--- src/design/rstrs_pkg.sv ---
// Shared types, codes and constants for the rotor self-test ramp sequencer.
package rstrs_pkg;

  localparam int FRACTION_BITS_DEF = 8;

  localparam int TIME_W    = 32;
  localparam int CMD_OUT_W = 16;
  localparam int PHASE_W   = 4;
  localparam int DUR_W     = 16;
  localparam int FLOOR_W   = 7;
  localparam int RATE_W    = 8;
  localparam int CFG_W     = 16;
  localparam int CFG_IDX_W = 3;

  localparam int MS_PER_SEC = 1000;

  // configuration register indexes
  localparam logic [CFG_IDX_W-1:0] CFG_DURATION   = 3'd0;
  localparam logic [CFG_IDX_W-1:0] CFG_FLOOR      = 3'd1;
  localparam logic [CFG_IDX_W-1:0] CFG_UPPER_RATE = 3'd2;
  localparam logic [CFG_IDX_W-1:0] CFG_LOWER_RATE = 3'd3;
  localparam logic [CFG_IDX_W-1:0] CFG_TAIL_RATE  = 3'd4;

  localparam logic [DUR_W-1:0]   DURATION_RST   = 16'd5000;
  localparam logic [FLOOR_W-1:0] FLOOR_RST      = 7'd20;
  localparam logic [RATE_W-1:0]  UPPER_RATE_RST = 8'd10;
  localparam logic [RATE_W-1:0]  LOWER_RATE_RST = 8'd10;
  localparam logic [RATE_W-1:0]  TAIL_RATE_RST  = 8'd20;

  // test phases
  localparam logic [PHASE_W-1:0] PH_SPINUP     = 4'd0;
  localparam logic [PHASE_W-1:0] PH_UPPER_RISE = 4'd1;
  localparam logic [PHASE_W-1:0] PH_UPPER_FALL = 4'd2;
  localparam logic [PHASE_W-1:0] PH_LOWER_RISE = 4'd3;
  localparam logic [PHASE_W-1:0] PH_LOWER_FALL = 4'd4;
  localparam logic [PHASE_W-1:0] PH_TAIL_RISE  = 4'd5;
  localparam logic [PHASE_W-1:0] PH_TAIL_FALL  = 4'd6;
  localparam logic [PHASE_W-1:0] PH_RETURN     = 4'd7;
  localparam logic [PHASE_W-1:0] PH_DONE       = 4'd8;

  typedef enum logic [1:0] {
    ROT_UPPER,
    ROT_LOWER,
    ROT_TAIL
  } rotor_t;

  typedef enum logic [2:0] {
    CS_IDLE,
    CS_MUL,
    CS_DIV_LOAD,
    CS_DIV_RUN,
    CS_APPLY,
    CS_OUT
  } ctl_state_t;

  typedef struct packed {
    logic   accept;
    logic   mul;
    logic   div_load;
    logic   div_step;
    logic   apply;
    logic   load_out;
    rotor_t rotor;
  } ctl_cmd_t;

  typedef struct packed {
    logic [PHASE_W-1:0] phase;
  } ctl_sts_t;

endpackage

--- src/design/rstrs_ctrl.sv ---
// Sequencing state machine: multiply, serial divide and update steps per tick.
module rstrs_ctrl #(
  parameter int FRACTION_BITS = rstrs_pkg::FRACTION_BITS_DEF
) (
  input  logic                clk,
  input  logic                rst,
  input  logic                in_valid,
  output logic                in_stall,
  output logic                out_valid,
  input  logic                out_stall,
  input  rstrs_pkg::ctl_sts_t sts,
  output rstrs_pkg::ctl_cmd_t cmd
);

  localparam int Q_W = FRACTION_BITS + 9;
  localparam int CNT_W = $clog2(Q_W);

  rstrs_pkg::ctl_state_t state, state_next;
  rstrs_pkg::rotor_t     rotor, rotor_next, first_rotor;
  logic [CNT_W-1:0]      cnt;
  logic                  out_free;
  logic                  active;
  logic                  more_rotors;

  assign out_free    = !out_valid || !out_stall;
  assign active      = sts.phase <= rstrs_pkg::PH_RETURN;
  assign more_rotors = (sts.phase == rstrs_pkg::PH_RETURN) && (rotor != rstrs_pkg::ROT_TAIL);

  always_comb begin
    unique case (sts.phase)
      rstrs_pkg::PH_LOWER_RISE, rstrs_pkg::PH_LOWER_FALL: first_rotor = rstrs_pkg::ROT_LOWER;
      rstrs_pkg::PH_TAIL_RISE, rstrs_pkg::PH_TAIL_FALL:   first_rotor = rstrs_pkg::ROT_TAIL;
      default:                                            first_rotor = rstrs_pkg::ROT_UPPER;
    endcase
  end

  always_comb begin
    unique case (rotor)
      rstrs_pkg::ROT_UPPER: rotor_next = rstrs_pkg::ROT_LOWER;
      default:              rotor_next = rstrs_pkg::ROT_TAIL;
    endcase
  end

  // next state
  always_comb begin
    state_next = state;
    unique case (state)
      rstrs_pkg::CS_IDLE: begin
        if (in_valid) begin
          state_next = active ? rstrs_pkg::CS_MUL : rstrs_pkg::CS_OUT;
        end
      end
      rstrs_pkg::CS_MUL:      state_next = rstrs_pkg::CS_DIV_LOAD;
      rstrs_pkg::CS_DIV_LOAD: state_next = rstrs_pkg::CS_DIV_RUN;
      rstrs_pkg::CS_DIV_RUN: begin
        if (cnt == CNT_W'(Q_W - 1)) begin
          state_next = rstrs_pkg::CS_APPLY;
        end
      end
      rstrs_pkg::CS_APPLY: begin
        state_next = more_rotors ? rstrs_pkg::CS_MUL : rstrs_pkg::CS_OUT;
      end
      rstrs_pkg::CS_OUT: begin
        if (out_free) begin
          state_next = rstrs_pkg::CS_IDLE;
        end
      end
      default: state_next = rstrs_pkg::CS_IDLE;
    endcase
  end

  // outputs
  always_comb begin
    cmd          = '0;
    cmd.accept   = (state == rstrs_pkg::CS_IDLE) && in_valid;
    cmd.mul      = (state == rstrs_pkg::CS_MUL);
    cmd.div_load = (state == rstrs_pkg::CS_DIV_LOAD);
    cmd.div_step = (state == rstrs_pkg::CS_DIV_RUN);
    cmd.apply    = (state == rstrs_pkg::CS_APPLY);
    cmd.load_out = (state == rstrs_pkg::CS_OUT) && out_free;
    cmd.rotor    = rotor;
    in_stall     = (state != rstrs_pkg::CS_IDLE);
  end

  always_ff @(posedge clk) begin
    if (rst) begin
      state     <= rstrs_pkg::CS_IDLE;
      rotor     <= rstrs_pkg::ROT_UPPER;
      cnt       <= '0;
      out_valid <= 1'b0;
    end else begin
      state <= state_next;
      if (cmd.accept) begin
        rotor <= first_rotor;
      end else if (cmd.apply && more_rotors) begin
        rotor <= rotor_next;
      end
      if (cmd.div_load) begin
        cnt <= '0;
      end else if (cmd.div_step) begin
        cnt <= cnt + CNT_W'(1);
      end
      if (cmd.load_out) begin
        out_valid <= 1'b1;
      end else if (!out_stall) begin
        out_valid <= 1'b0;
      end
    end
  end

endmodule

--- src/design/rstrs_datapath.sv ---
// Datapath: configuration, tick timing, multiplier, serial divider, ramp update.
module rstrs_datapath #(
  parameter int FRACTION_BITS = rstrs_pkg::FRACTION_BITS_DEF
) (
  input  logic                                   clk,
  input  logic                                   rst,
  input  rstrs_pkg::ctl_cmd_t                    cmd,
  output rstrs_pkg::ctl_sts_t                    sts,
  input  logic [rstrs_pkg::TIME_W-1:0]           time_ms,
  input  logic                                   cfg_we,
  input  logic [rstrs_pkg::CFG_IDX_W-1:0]        cfg_index,
  input  logic [rstrs_pkg::CFG_W-1:0]            cfg_data,
  output logic signed [rstrs_pkg::CMD_OUT_W-1:0] upper_cmd,
  output logic signed [rstrs_pkg::CMD_OUT_W-1:0] lower_cmd,
  output logic signed [rstrs_pkg::CMD_OUT_W-1:0] tail_cmd,
  output logic [rstrs_pkg::PHASE_W-1:0]          test_phase
);

  localparam int TW     = rstrs_pkg::TIME_W;
  localparam int CMD_W  = FRACTION_BITS + 8;
  localparam int Q_W    = FRACTION_BITS + 9;
  localparam int SUM_W  = FRACTION_BITS + 11;
  localparam int MULB_W = FRACTION_BITS + 7;
  localparam int PROD_W = TW + MULB_W;
  localparam int DV_W   = TW + rstrs_pkg::RATE_W + FRACTION_BITS;
  localparam int HI_W   = DV_W - Q_W;
  localparam int DW     = rstrs_pkg::DUR_W;
  localparam int EXT_W  = 32;
  localparam logic signed [SUM_W-1:0] FULL_S = SUM_W'(100 * (2 ** FRACTION_BITS));

  // configuration
  logic [rstrs_pkg::DUR_W-1:0]   duration;
  logic [rstrs_pkg::FLOOR_W-1:0] floor_pct;
  logic [rstrs_pkg::RATE_W-1:0]  upper_rate, lower_rate, tail_rate;

  // test state
  logic [rstrs_pkg::PHASE_W-1:0] phase, phase_next;
  logic [TW-1:0]                 start_time, previous_time, dt, el;
  logic signed [CMD_W-1:0]       upper_last, lower_last, tail_last;
  logic signed [CMD_W-1:0]       upper_next, lower_next, tail_next;

  // arithmetic
  logic [DV_W-1:0]   prod;
  logic [DW-1:0]     divisor;
  logic [DW-1:0]     rem;
  logic [Q_W-1:0]    sh;
  logic              ovf;

  logic [rstrs_pkg::FLOOR_W-1:0] floor_eff;
  logic [MULB_W-1:0]             flr;
  logic [DW-1:0]                 dur_eff;
  logic [rstrs_pkg::RATE_W-1:0]  rate_sel;
  logic [TW-1:0]                 mul_a;
  logic [MULB_W-1:0]             mul_b;
  logic [PROD_W-1:0]             mul_p;
  logic                          spinup;
  logic [HI_W-1:0]               hi;
  logic [DW:0]                   rem2;
  logic                          ge;
  logic [Q_W-1:0]                quo;
  logic signed [SUM_W-1:0]       d_ext, last_ext, rise, fall, flr_s, c0;
  logic signed [CMD_W-1:0]       last_sel;
  logic signed [EXT_W-1:0]       up_w, lo_w, tl_w;

  assign sts.phase = phase;
  assign spinup    = (phase == rstrs_pkg::PH_SPINUP);
  assign floor_eff = (floor_pct > rstrs_pkg::FLOOR_W'(100)) ? rstrs_pkg::FLOOR_W'(100) : floor_pct;
  assign flr       = {floor_eff, {FRACTION_BITS{1'b0}}};
  assign dur_eff   = (duration == '0) ? DW'(1) : duration;
  assign flr_s     = SUM_W'(flr);

  always_comb begin
    unique case (cmd.rotor)
      rstrs_pkg::ROT_UPPER: begin
        rate_sel = upper_rate;
        last_sel = upper_last;
      end
      rstrs_pkg::ROT_LOWER: begin
        rate_sel = lower_rate;
        last_sel = lower_last;
      end
      default: begin
        rate_sel = tail_rate;
        last_sel = tail_last;
      end
    endcase
  end

  // spin-up: elapsed * floor / duration; ramps: dt * rate * 2^F / 1000
  assign mul_a = spinup ? el : dt;
  assign mul_b = spinup ? flr : MULB_W'(rate_sel);
  assign mul_p = mul_a * mul_b;

  // restoring division; a quotient that needs more than Q_W bits saturates
  assign hi   = prod[DV_W-1:Q_W];
  assign rem2 = {rem, sh[Q_W-1]};
  assign ge   = rem2 >= {1'b0, divisor};
  assign quo  = ovf ? {Q_W{1'b1}} : sh;

  assign d_ext    = SUM_W'(quo);
  assign last_ext = SUM_W'(last_sel);
  assign rise     = last_ext + d_ext;
  assign fall     = last_ext - d_ext;
  assign c0       = (d_ext > FULL_S) ? FULL_S : d_ext;

  always_comb begin
    upper_next = upper_last;
    lower_next = lower_last;
    tail_next  = tail_last;
    phase_next = phase;
    unique case (phase)
      rstrs_pkg::PH_SPINUP: begin
        upper_next = CMD_W'(c0);
        lower_next = CMD_W'(c0);
        if (el >= TW'(dur_eff)) phase_next = rstrs_pkg::PH_UPPER_RISE;
      end
      rstrs_pkg::PH_UPPER_RISE: begin
        upper_next = CMD_W'(rise);
        if (rise >= FULL_S) begin
          upper_next = CMD_W'(FULL_S);
          phase_next = rstrs_pkg::PH_UPPER_FALL;
        end
      end
      rstrs_pkg::PH_UPPER_FALL: begin
        upper_next = CMD_W'(fall);
        if (fall <= flr_s) begin
          upper_next = CMD_W'(flr_s);
          phase_next = rstrs_pkg::PH_LOWER_RISE;
        end
      end
      rstrs_pkg::PH_LOWER_RISE: begin
        lower_next = CMD_W'(rise);
        if (rise >= FULL_S) begin
          lower_next = CMD_W'(FULL_S);
          phase_next = rstrs_pkg::PH_LOWER_FALL;
        end
      end
      rstrs_pkg::PH_LOWER_FALL: begin
        lower_next = CMD_W'(fall);
        if (fall <= flr_s) begin
          lower_next = CMD_W'(flr_s);
          phase_next = rstrs_pkg::PH_TAIL_RISE;
        end
      end
      rstrs_pkg::PH_TAIL_RISE: begin
        tail_next = CMD_W'(rise);
        if (rise >= FULL_S) begin
          tail_next  = CMD_W'(FULL_S);
          phase_next = rstrs_pkg::PH_TAIL_FALL;
        end
      end
      rstrs_pkg::PH_TAIL_FALL: begin
        tail_next = CMD_W'(fall);
        if (fall <= -FULL_S) begin
          tail_next  = CMD_W'(-FULL_S);
          phase_next = rstrs_pkg::PH_RETURN;
        end
      end
      rstrs_pkg::PH_RETURN: begin
        // tail is updated last, so the done check sees the other two settled
        unique case (cmd.rotor)
          rstrs_pkg::ROT_UPPER: upper_next = (fall <= 0) ? '0 : CMD_W'(fall);
          rstrs_pkg::ROT_LOWER: lower_next = (fall <= 0) ? '0 : CMD_W'(fall);
          default: begin
            tail_next = (rise >= 0) ? '0 : CMD_W'(rise);
            if (upper_last == '0 && lower_last == '0 && rise >= 0) begin
              phase_next = rstrs_pkg::PH_DONE;
            end
          end
        endcase
      end
      default: ;
    endcase
  end

  always_ff @(posedge clk) begin
    if (rst) begin
      duration   <= rstrs_pkg::DURATION_RST;
      floor_pct  <= rstrs_pkg::FLOOR_RST;
      upper_rate <= rstrs_pkg::UPPER_RATE_RST;
      lower_rate <= rstrs_pkg::LOWER_RATE_RST;
      tail_rate  <= rstrs_pkg::TAIL_RATE_RST;
    end else if (cfg_we) begin
      unique case (cfg_index)
        rstrs_pkg::CFG_DURATION:   duration   <= cfg_data[rstrs_pkg::DUR_W-1:0];
        rstrs_pkg::CFG_FLOOR:      floor_pct  <= cfg_data[rstrs_pkg::FLOOR_W-1:0];
        rstrs_pkg::CFG_UPPER_RATE: upper_rate <= cfg_data[rstrs_pkg::RATE_W-1:0];
        rstrs_pkg::CFG_LOWER_RATE: lower_rate <= cfg_data[rstrs_pkg::RATE_W-1:0];
        rstrs_pkg::CFG_TAIL_RATE:  tail_rate  <= cfg_data[rstrs_pkg::RATE_W-1:0];
        default: ;
      endcase
    end
  end

  always_ff @(posedge clk) begin
    if (rst) begin
      phase         <= rstrs_pkg::PH_SPINUP;
      start_time    <= '0;
      previous_time <= '0;
      upper_last    <= '0;
      lower_last    <= '0;
      tail_last     <= '0;
    end else begin
      if (cmd.accept) begin
        previous_time <= time_ms;
        if (previous_time == '0) begin
          start_time <= time_ms;
        end
      end
      if (cmd.apply) begin
        phase      <= phase_next;
        upper_last <= upper_next;
        lower_last <= lower_next;
        tail_last  <= tail_next;
      end
    end
  end

  // working registers
  always_ff @(posedge clk) begin
    if (cmd.accept) begin
      if (previous_time == '0) begin
        dt <= '0;
        el <= '0;
      end else begin
        dt <= time_ms - previous_time;
        el <= time_ms - start_time;
      end
    end
    if (cmd.mul) begin
      if (spinup) begin
        prod    <= DV_W'(mul_p);
        divisor <= dur_eff;
      end else begin
        prod    <= DV_W'(mul_p) << FRACTION_BITS;
        divisor <= DW'(rstrs_pkg::MS_PER_SEC);
      end
    end
    if (cmd.div_load) begin
      ovf <= hi >= HI_W'(divisor);
      rem <= hi[DW-1:0];
      sh  <= prod[Q_W-1:0];
    end else if (cmd.div_step) begin
      rem <= ge ? DW'(rem2 - {1'b0, divisor}) : rem2[DW-1:0];
      sh  <= {sh[Q_W-2:0], ge};
    end
  end

  assign up_w = EXT_W'(upper_last);
  assign lo_w = EXT_W'(lower_last);
  assign tl_w = EXT_W'(tail_last);

  always_ff @(posedge clk) begin
    if (cmd.load_out) begin
      upper_cmd  <= up_w[rstrs_pkg::CMD_OUT_W-1:0];
      lower_cmd  <= lo_w[rstrs_pkg::CMD_OUT_W-1:0];
      tail_cmd   <= tl_w[rstrs_pkg::CMD_OUT_W-1:0];
      test_phase <= phase;
    end
  end

endmodule

--- src/design/rotor_self_test_ramp_sequencer_unit.sv ---
// Top level of the rotor self-test ramp sequencer.
//
//   channel   | handshake            | payload
//   ----------+----------------------+-----------------------------------------
//   input     | in_valid / in_stall  | time_ms
//   output    | out_valid / out_stall| upper_cmd, lower_cmd, tail_cmd, test_phase
//   config    | cfg_we               | cfg_index, cfg_data
//
// One tick at a time. Each rotor update runs a multiply step, a divider load
// step, a restoring divide of FRACTION_BITS+9 quotient bits and an update
// step; the return phase updates all three rotors in turn, and a finished test
// goes straight to the output. Reset is synchronous and loads the register
// defaults. A new tick is taken while a result waits in the output register;
// a stalled output holds the sequencer before its next result.
module rotor_self_test_ramp_sequencer_unit #(
  parameter int FRACTION_BITS = rstrs_pkg::FRACTION_BITS_DEF
) (
  input  logic                                   clk,
  input  logic                                   rst,
  input  logic                                   in_valid,
  output logic                                   in_stall,
  input  logic [rstrs_pkg::TIME_W-1:0]           time_ms,
  output logic                                   out_valid,
  input  logic                                   out_stall,
  output logic signed [rstrs_pkg::CMD_OUT_W-1:0] upper_cmd,
  output logic signed [rstrs_pkg::CMD_OUT_W-1:0] lower_cmd,
  output logic signed [rstrs_pkg::CMD_OUT_W-1:0] tail_cmd,
  output logic [rstrs_pkg::PHASE_W-1:0]          test_phase,
  input  logic                                   cfg_we,
  input  logic [rstrs_pkg::CFG_IDX_W-1:0]        cfg_index,
  input  logic [rstrs_pkg::CFG_W-1:0]            cfg_data
);

  rstrs_pkg::ctl_cmd_t cmd;
  rstrs_pkg::ctl_sts_t sts;

  rstrs_ctrl #(
    .FRACTION_BITS(FRACTION_BITS)
  ) u_ctrl (
    .clk      (clk),
    .rst      (rst),
    .in_valid (in_valid),
    .in_stall (in_stall),
    .out_valid(out_valid),
    .out_stall(out_stall),
    .sts      (sts),
    .cmd      (cmd)
  );

  rstrs_datapath #(
    .FRACTION_BITS(FRACTION_BITS)
  ) u_datapath (
    .clk       (clk),
    .rst       (rst),
    .cmd       (cmd),
    .sts       (sts),
    .time_ms   (time_ms),
    .cfg_we    (cfg_we),
    .cfg_index (cfg_index),
    .cfg_data  (cfg_data),
    .upper_cmd (upper_cmd),
    .lower_cmd (lower_cmd),
    .tail_cmd  (tail_cmd),
    .test_phase(test_phase)
  );

endmodule
--- config.mk ---
export PLATFORM = sky130hd
export DESIGN_NAME = rotor_self_test_ramp_sequencer_unit
export DESIGN_NICKNAME = d
export VERILOG_FILES = /design/src/design/rstrs_pkg.sv /design/src/design/rstrs_ctrl.sv /design/src/design/rstrs_datapath.sv /design/src/design/rotor_self_test_ramp_sequencer_unit.sv
export SDC_FILE = /design/constraint.sdc
export NUM_CORES = 2
export LEC_CHECK = 0
export BUFFER_PORTS_ARGS = -buffer_cell sky130_fd_sc_hd__buf_2
export CAP_MARGIN = 20
export CORE_MARGIN = 1
export CORE_UTILIZATION = 30
export DETAILED_ROUTE_END_ITERATION = 8
export PLACE_DENSITY = 0.54
export SLEW_MARGIN = 10
export SYNTH_ARGS = -nofsm -noshare
export SYNTH_HDL_FRONTEND = slang
export SYNTH_SLANG_ARGS = --single-unit
--- constraint.sdc ---
create_clock -name clk -period 7.25 [get_ports clk]
set_input_delay 0.3625 -clock clk [delete_from_list [all_inputs] [get_ports clk]]
set_output_delay 0.3625 -clock clk [all_outputs]
set_load 0.01 [all_outputs]
==> reports/qor.log <==
INFO  run_status     status=finished clean
INFO  routing        vias=32283
INFO  clock_network  h_tree_depth_reported_by_cts=2
INFO  timing         final.period_utilization=97.58%
INFO  setup_path     crit_cells=30
INFO  layout         area_delta_synth_final=21.16%
INFO  layout         finish.utilization=36.82%
INFO  logic_synthesis synth-compound-area-share=12.97%
INFO  min_path       holdCritPathClass=input pin to flip-flop
INFO  timing         timing.final.max_slew_violations=0
INFO  logic_synthesis ys.warnings.count=0
INFO  clock_network  cts_root_buffer=clkbuf_16
INFO  floorplan      initial_utilization=30.39%
INFO  logic_synthesis yosysTopAreaCellShare=20.80%
INFO  layout         fillCellCount=12678
INFO  power_and_ir_drop ir_worst_vdd=0.0003777V
INFO  setup_path     cp_data_required_time=7.58ns
INFO  logic_synthesis yosys.area_share.simple=18.98%
INFO  logic_synthesis yosysSeqAreaShare=26.20%
INFO  setup_path     crit_path_max_fanout=8
INFO  setup_path     path_buf_inv=9
INFO  timing         worst_clock_skew=0.03401ns
INFO  global_routing vias_in_the_first_global_route=31661
INFO  timing         final_setup_viols=0
INFO  layout         antenna_cells_inserted=0
INFO  placed_design  placement_cell_area=42040squm
INFO  routing        viasPerCell=5.148
INFO  power_and_ir_drop total_leakage_power=19.74nW
INFO  logic_synthesis synth-main-ff-cell=edfxtp_1
INFO  logic_synthesis synth_top_family_by_area=adder cells
INFO  floorplan      die_area=127500squm
INFO  logic_synthesis yosys-top-cells-area=fa_1, edfxtp_1, dfxtp_1, ha_1, inv_1
INFO  timing         grt_setup_unrepaired=true
INFO  clock_network  clk_latency=0.63ns
INFO  power_and_ir_drop fin_total_pwr=0.01655W
INFO  layout         post_route_insts_no_fill=6271
INFO  logic_synthesis synthXorXnorAreaFrac=3.034%
INFO  floorplan      fp.dieH=357.1um
INFO  routing        routed_wire_length_per_instance=19.46um
INFO  setup_path     r2r.worst_path.cells=30
INFO  clock_network  numCtsBuffers=44
INFO  placed_design  io_buffers=109
INFO  logic_synthesis synth_area_per_cell=8.777squm
INFO  timing         max_slew.worst_pin.slew=0.9959ns
INFO  routing        drc=0
INFO  routing        final_antenna_net_count=0
INFO  clock_network  clock_tree_from_tritoncts=done
INFO  setup_path     critical_path_data_arrival_time=7.41ns
INFO  setup_path     critPathKind=flip-flop to flip-flop
INFO  floorplan      top_level_ports=110
INFO  floorplan      coreArea=124400squm
INFO  placed_design  finalWeightedCongestion=0.9312
INFO  timing         setup_ws_post_layout=0.1754ns
INFO  placed_design  final_hpwl_dp=95.08mm
INFO  logic_synthesis synth.mux.area_fraction=1.618%
INFO  timing         timing.slew.headroom=33.61%
INFO  global_routing globalRoute.totalOverflow=0
INFO  setup_path     critical-path-top-cell-by-count=fa_1
INFO  logic_synthesis mappedNetlistArea=37820squm
INFO  setup_path     critical_path.endpoint_type=flip-flop
INFO  floorplan      die_x=357.1um
INFO  timing         max_freq=141.4MHz
INFO  setup_path     critPathLaunchType=flip-flop
INFO  logic_synthesis mappedNetlistNets=5024
INFO  clock_network  clock-sinks=388
INFO  power_and_ir_drop power.density_cell_area=361.1nW/um^2
INFO  job            maxCapViolCount=0
INFO  global_routing antenna_found_initial=4
INFO  routing        drtPass1Iterations=5
INFO  logic_synthesis ys_ff_latch=388
INFO  layout         nets=5313
INFO  layout         drive_gt1_share=17.22%
INFO  timing         timing_hold_violations_final=0
INFO  routing        drt_iter0_drc=2233
INFO  routing        wirelength=122.0mm
INFO  global_routing overall_routing_resource_usage=18.46%
INFO  min_path       min_delay_path_depth=3
INFO  logic_synthesis synth_largest_area_cell=fa_1
INFO  placed_design  numPlacedInstances=6127
INFO  global_routing maximum_number_of_pins_on_one_net_before_global_route_repair=77
INFO  setup_path     cp_slowest_stage_delay=0.57ns
INFO  clock_network  cts_clock_pin_slew_for_the_worst_setup_and_hold_paths=0.06ns
INFO  logic_synthesis asyncSetResetFlopFracSynth=0%
INFO  setup_path     timing.critical_path.max_delay_family=adder cells
INFO  layout         final_design_area_no_fill=45820squm
INFO  setup_path     critPathSlowestCell=fa_2
INFO  logic_synthesis yosysUniqueCellTypes=94
INFO  global_routing grt_first_pass_wirelength=184.4mm
INFO  logic_synthesis syn_inst=4309
INFO  logic_synthesis yosys.area_share.adder=29.60%
INFO  clock_network  max-clock-path-buffers=3
INFO  placed_design  pre_cts_ws=-0.2607ns
INFO  floorplan      floorplan.rows=129
INFO  timing         final.min_clock_period=7.075ns
INFO  logic_synthesis synth_edf_count=214
-- per-stage QoR --
step	TNS, ns	hold WS (ns)
2_1_floorplan	0	0.4074
6_report	0	0.03318
5_1_grt	-0.3348	0.02282
4_1_cts	-0.01867	0.009976
3_3_place_gp	-1.400	0.4419
3_5_place_dp	-2.148	0.4469
-- worst paths after layout --
path / from / to / slack (ns)
worst min-delay path: time_ms[20] / u_datapath.start_time[20]$_SDFFE_PP0P_ / 0.03
worst min register to register: u_datapath.start_time[15]$_SDFFE_PP0P_ / u_datapath.start_time[15]$_SDFFE_PP0P_ / 0.45
worst max-delay path: u_ctrl.rotor[0]$_SDFFE_PP0P_ / u_datapath.prod[45]$_DFFE_PP_ / 0.18
worst max register to register: u_ctrl.rotor[0]$_SDFFE_PP0P_ / u_datapath.prod[45]$_DFFE_PP_ / 0.18
-- cells in the mapped netlist, drive strengths merged (21+ instances only) --
cell and count:
a211oi 41, a21o 52, a21oi 237, a221oi 28
a31oi 21, and2 24, and3 117, buf 44
clkbuf 165, dfxtp 174, edfxtp 214, fa 393
ha 266, inv 546, mux2i 60, nand2 515
nand2b 35, nand3 288, nor2 360, nor2b 29
nor3 58, nor4 40, o211ai 29, o21a 32
o21ai 178, or2 25, xnor2 92, xor2 39
-- area by class of cell --
type	instances	area [sq um]	area share [%]
multi-input cells	3165	26230	57.25
flip-flops and latches	388	9928	21.67
clock inverters	35	447.9	0.9775
repair buffers	452	3996	8.721
well taps	1637	2048	4.470
clock buffers	47	1112	2.427
inverters	547	2056	4.486
-- cell usage in the layout (no fill, tap or decap), types with 151 or more instances in the layout --
cell        n
o21ai_0   151
ha_1      241
nand2_1   503
buf_4     256
nor2_1    337
dfxtp_1   169
nand3_1   250
inv_1     515
a21oi_1   217
fa_1      363
edfxtp_1  214
-- what timing repair did --
| item | in CTS | in global routing |
|---|---|---|
| hold buffers | 6 | 0 |
| endpoints found under the setup margin | 16 | 19 |
| gates resized for setup | 35 | 297 |
| pin swaps | 9 | 232 |
| cloned | 3 | 16 |
| endpoints found under the hold margin | 8 | 0 |
| setup buffers | 2 | 36 |
-- worst register-to-register path: cells and delay by family (launching register included) --
family / cells / cell delay, ns
AOI/OAI and AO/OA: 9 / 1.47
xor gates and xnor gates: 1 / 0.17
adders and majority gates: 7 / 3.31
buffers and inverters: 9 / 0.97
DFF: 1 / 0.40
muxes: 1 / 0.18
and+or+nand+nor: 3 / 0.25
-- per-layer routing --
metal	global-route usage, %	up-vias	wire (um)
li1	-	15173	-
met1	24.43	15904	52440
met2	31.43	946	58830
met3	1.918	258	6261
met4	5.974	2	4463
met5	0	-	13
-- state kept, by name, indices dropped and copies added (netlist names), 16 cells and up --
signal / cells
u_datapath.prod: 48
u_datapath.dt: 32
u_datapath.el: 32
u_datapath.previous_time: 32
u_datapath.start_time: 32
u_datapath.sh: 17
u_datapath.divisor: 16
u_datapath.duration: 16
u_datapath.lower_cmd: 16
u_datapath.lower_last: 16
u_datapath.rem: 16
u_datapath.tail_cmd: 16
u_datapath.tail_last: 16
u_datapath.upper_cmd: 16
u_datapath.upper_last: 16
-- logic make-up (layout without fill, tap and decap cells) --
group | count (synthesis) | in the layout
xor+xnor | 131 | 131
buf+inv | 756 | 1081
other cells | 1 | 1
flops | 388 | 388
simple gates | 1551 | 1551
compound gates | 762 | 762
mux | 61 | 61
fa+ha+maj | 659 | 659
-- where the power goes --
| group | switching [W] | internal, W |
|---|---|---|
| combinational | 0.00596 | 0.00502 |
| sequential | 0.000281 | 0.00283 |
| clock | 0.00104 | 0.00142 |
Note: power is estimated with default switching activity, not from simulation.
